<file path="config.mk">
export PLATFORM = sky130hd
export DESIGN_NAME = sirc_queue
export DESIGN_NICKNAME = d
export VERILOG_FILES = /design/src/sv/sirc_pkg.sv /design/src/sv/sirc_queue.sv
export SDC_FILE = /design/constraint.sdc
export NUM_CORES = 1
export LEC_CHECK = 0
export BUFFER_PORTS_ARGS = -buffer_cell sky130_fd_sc_hd__buf_2
export CORE_AREA = 2 2 39 41
export DETAILED_ROUTE_END_ITERATION = 10
export DIE_AREA = 0 0 41 43
export HOLD_SLACK_MARGIN = 0.15
export PLACE_DENSITY = 0.79
export REMOVE_ABC_BUFFERS = 1
export SLEW_MARGIN = 10
export SYNTH_ARGS = -nofsm -noshare
export SYNTH_HDL_FRONTEND = slang
export SYNTH_SLANG_ARGS = --single-unit
</file>
<file path="constraint.sdc">
create_clock -name clk_i -period 3.5 [get_ports clk_i]
set_clock_uncertainty 0.2 [all_clocks]
set_input_delay 0.175 -clock clk_i [delete_from_list [all_inputs] [get_ports clk_i]]
set_output_delay 0.175 -clock clk_i [all_outputs]
set_load 0.005 [all_outputs]
</file>
<file path="src/sv/sirc_pkg.sv">
// Shared types and constants for the SIRC 12-bit run decoder.
// No dependencies; every other file imports this package.
package sirc_pkg;

  // Run and result field widths
  localparam int RUN_LEN_W = 16;
  localparam int STATUS_W  = 3;
  localparam int CMD_OUT_W = 7;
  localparam int ADR_OUT_W = 5;

  // Configuration port
  localparam int CFG_IDX_W  = 3;
  localparam int CFG_DATA_W = 8;
  localparam int LEN_CFG_W  = 8;
  localparam int TOL_W      = 6;

  // Register indexes
  localparam logic [CFG_IDX_W-1:0] REG_LEADER_MARK  = 3'd0;
  localparam logic [CFG_IDX_W-1:0] REG_LEADER_SPACE = 3'd1;
  localparam logic [CFG_IDX_W-1:0] REG_ZERO_MARK    = 3'd2;
  localparam logic [CFG_IDX_W-1:0] REG_ONE_MARK     = 3'd3;
  localparam logic [CFG_IDX_W-1:0] REG_BIT_SPACE    = 3'd4;
  localparam logic [CFG_IDX_W-1:0] REG_TOLERANCE    = 3'd5;

  // Register reset values
  localparam logic [LEN_CFG_W-1:0] RST_LEADER_MARK  = 8'd91;
  localparam logic [LEN_CFG_W-1:0] RST_LEADER_SPACE = 8'd23;
  localparam logic [LEN_CFG_W-1:0] RST_ZERO_MARK    = 8'd23;
  localparam logic [LEN_CFG_W-1:0] RST_ONE_MARK     = 8'd46;
  localparam logic [LEN_CFG_W-1:0] RST_BIT_SPACE    = 8'd23;
  localparam logic [TOL_W-1:0]     RST_TOLERANCE    = 6'd4;

  // Queue between classifier and frame tracker
  localparam int Q_DEPTH = 2;
  localparam int Q_PTR_W = 1;
  localparam int Q_CNT_W = 2;

  typedef enum logic [1:0] {
    PH_LEAD_MARK  = 2'd0,
    PH_LEAD_SPACE = 2'd1,
    PH_BIT_MARK   = 2'd2,
    PH_BIT_SPACE  = 2'd3
  } phase_e;

  typedef enum logic [STATUS_W-1:0] {
    ST_OK             = 3'd0,
    ST_BAD_LEAD_MARK  = 3'd1,
    ST_BAD_LEAD_SPACE = 3'd2,
    ST_BAD_BIT_MARK   = 3'd3,
    ST_BAD_BIT_SPACE  = 3'd4
  } status_e;

  // Window verdicts of one run; every flag but space_hi_ok already includes the level check
  typedef struct packed {
    logic lead_mark_ok;
    logic lead_space_ok;
    logic zero_ok;
    logic one_ok;
    logic space_lo_ok;
    logic space_hi_ok;
  } run_class_t;

endpackage

</file>
<file path="src/sv/sirc_queue.sv">
// Two-entry register queue of run verdicts between front and back end.
// Depends on sirc_pkg for run_class_t and queue sizing.
module sirc_queue
  import sirc_pkg::*;
(
  input  logic       clk_i,
  input  logic       rst_ni,
  input  logic       push_i,
  input  run_class_t push_data_i,
  output logic       push_ready_o,
  input  logic       pop_i,
  output logic       pop_valid_o,
  output run_class_t pop_data_o
);

  run_class_t         entries_q [Q_DEPTH];
  logic [Q_PTR_W-1:0] wr_ptr_q, rd_ptr_q;
  logic [Q_CNT_W-1:0] count_q;

  assign push_ready_o = (count_q != Q_CNT_W'(Q_DEPTH));
  assign pop_valid_o  = (count_q != '0);
  assign pop_data_o   = entries_q[rd_ptr_q];

  // Store pushed entries
  always_ff @(posedge clk_i) begin
    if (push_i) begin
      entries_q[wr_ptr_q] <= push_data_i;
    end
  end

  // Advance pointers and occupancy
  always_ff @(posedge clk_i or negedge rst_ni) begin
    if (!rst_ni) begin
      wr_ptr_q <= '0;
      rd_ptr_q <= '0;
      count_q  <= '0;
    end else begin
      if (push_i) begin
        wr_ptr_q <= wr_ptr_q + Q_PTR_W'(1);
      end
      if (pop_i) begin
        rd_ptr_q <= rd_ptr_q + Q_PTR_W'(1);
      end
      case ({push_i, pop_i})
        2'b10:   count_q <= count_q + Q_CNT_W'(1);
        2'b01:   count_q <= count_q - Q_CNT_W'(1);
        default: ;
      endcase
    end
  end

endmodule

</file>
==> impl_results.md <==
* Post-CTS Setup Inserts at 0
* Final Critical Period at approximately 1.7 ns
* CP Class: flip-flop to primary output
* Post-synth top flop: edfxtp_1
* Vias in the first global route at 358
* Leak at 0.353 nW
* Share of cells above drive strength 1 at 32.3%
* YS warnings at 0
* CTS Buf Count at 3
* Die area at between 1500 and 2000 um^2
* Pin count of the biggest net entering global routing at 10
* Status: complete, no violations
* Total power at between 0.5 and 0.6 mW
* Initial DRC count at 0
* Finished Cell Area at 856 um^2
* Max_cap viols at 0
* First-pass GRT wire length at between 1000 and 1500 um
* CTS tree: done
* Top post-synthesis cells by area: edfxtp_1 58%, dfrtp_1 16%, mux2_1 11%
* Die X at 41 um
* Internal power at about 0.4 mW
* EDFF count, synth at 12
* Post-synthesis simple-gate area fraction at 4.24%
* Vias per cell at 4.40
* Worst IR Drop VDD at ~0.00037 V
* Register Area at approximately 460 um^2
* Pins Over Slew Limit at 0
* Tcrit/Tclk final at 47.7%
* Post-synthesis average cell area at 17.7 um^2
* Worst-Skew Late Latency at 0.27 ns
* Num Clock Sinks at 16
* Critical-path cell list: mux2_1 > buf_2
* Setup violators final at 0
* Detail Route Antenna Nets at 0
* Combinational fraction of design power at roughly 26%
* Worst Path Buf+Inv at 1
* Final WL at 978 um
* Die Ht at 43 um
* Share of power burned in the clock network at 20.6%
* RSZ-0062 raised after global routing: false
* Via Count at 356
* Largest family of logic cells by synthesized area: multiplexers
* Flop pwr share at 53.7%
* Initial core utilization at 44.8%
* CP Launch Type: flip-flop
* Cells after synthesis at 35
* Slowest CP cell: dfrtp_1
* Synth Area in XOR/XNOR at 7.07%
* Area Growth Syn to Fin at 38.2%
* Synth area leader: edfxtp_1
* Max stage delay on crit path at 0.53 ns
* Cell variety after synth at 12
* NetSw at 0.151 mW
* Filler cells at 119
* Synth Area in Compound Gates at 0%
* Worst-margin pin slew at 0.507 ns
* Initial antenna violation count at 0
* Avg WL per Cell at 12.1 um
* Post-synth top area share at between 50 and 60%
* Post-cts gate resize count at 0
* Synth Area in Adders at 2.02%
* CP required at roughly 3.1 ns
* P per Cell Area at roughly 650 nW/um^2
* FMAX at 0.600 GHz
* Crit Path Max Fanout at 7
* Seq/Total Area, Yosys at 74.3%
* Nets@finish at just under 80
* Initial DRT Pass Iterations at 1
* Worst-path clk slew at 0.09 ns
* List of most frequent post-synthesis cells: 12 x edfxtp_1, 6 x mux2_1, 4 x dfrtp_1, 3 x xor2_1
* Dpl ws at roughly 2.1 ns
* Global-route usage over all layers at between 10% and 20%
* # rows at 14
* Diodes inserted at 0
* CTS hold repair buffers at 10
* Mapped cell area at 619 um^2
* Max transition margin at 66.1%
* Hold Crit Class: flip-flop to flip-flop
* Largest delay contributor family on the critical path: flip-flops
* Final hold violations at 0
* CTS root buf: clkbuf_4
* Layout Utilization at 61.8%
* CP Capture Type: primary output
* Dpl cell area at 719 um^2
* CORE AREA at 1380 um^2
* Seq cells post-synth at 16
* Sw Share at 27.0%
* Ys async rst share at between 20% and 30%
* DRC Markers at 0
* WP data arrival at 1.29 ns
* Most frequent cell after synthesis: edfxtp_1
* Final worst slack at 1.83 ns
* TNS Setup at 0 ns
* Area of the multi-input gates at 150 um^2
* Mux cell area share after synthesis at 10.9%
* H-tree depth at 1
* IO Pins at 18
* RePlAce Congestion at 0.630
* GR Overflow Total at 0
* CTS Buffer Depth at 2
* PortBufs at 17
cells in the final DEF (no fill, tap or decap), drive strengths merged:
| cell | n |
|---|---|
| clkbuf | 4 |
| nand2b | 1 |
| and2 | 1 |
| ha | 1 |
| or2 | 1 |
| edfxtp | 12 |
| xnor2 | 2 |
| dlygate4sd3 | 10 |
| inv | 1 |
| nor2 | 2 |
| dfrtp | 4 |
| xor2 | 3 |
| buf | 17 |
| mux2 | 6 |
power by group through the flow:
stage | combinational, mW | clock, mW | sequential (mW)
finish | 0.144 | 0.115 | 0.300
global route | 0.163 | 0.126 | 0.307
CTS | 0.146 | 0.119 | 0.300
detailed placement | 0.135 | 0 | 0.305
global placement | 0.133 | 0 | 0.301
floorplan | 0.0834 | 0 | 0.293
metrics by stage:
step / std cells / hold WS [ns]
finish: 81 / 0.296
detailed placement: 67 / -0.215
CTS: 81 / 0.295
floorplan: 34 / -0.321
global route: 81 / 0.331
global placement: 67 / -0.217
area by class of cell:
| class | count | area share, % |
|---|---|---|
| clock buffer | 4 | 4.24 |
| sequential | 16 | 53.8 |
| inverter | 1 | 0.439 |
| multi-input combinational | 17 | 17.5 |
| tap | 16 | 2.34 |
| timing repair buffer | 27 | 21.6 |
cells by family after synthesis:
kind of cell | count (synthesis)
buf+inv | 2
fa+ha+maj | 1
mux | 6
xor+xnor | 5
flops | 16
simple gates | 5
path summary, 6_finish.rpt:
kind / start / endpoint / slack, ns / depth (start not counted)
min reg2reg: wr_ptr_q / wr_ptr_q / 0.30 / 1
max in group asynchronous: rst_ni / count_q[1] / 2.34 / 3
max: rd_ptr_q / pop_data_o[3] / 1.83 / 2
min in group asynchronous: rst_ni / wr_ptr_q / 0.59 / 3
min: wr_ptr_q / wr_ptr_q / 0.30 / 1
max reg2reg: wr_ptr_q / entries_q[0][5] / 2.12 / 1
metal layers:
layer  GRT usage, %  part of all wire (%)
met1           12.9                    43
met2           23.4                    52
met3           3.14                   4.0
met4           6.00                  0.82
met5              0                     0
registers in the layout, indices dropped and copies added, names as in the netlist:
name       cells
entries_q     12
wr_ptr_q       1
count_q        2
rd_ptr_q       1
Power figures use the tool's default switching activity.
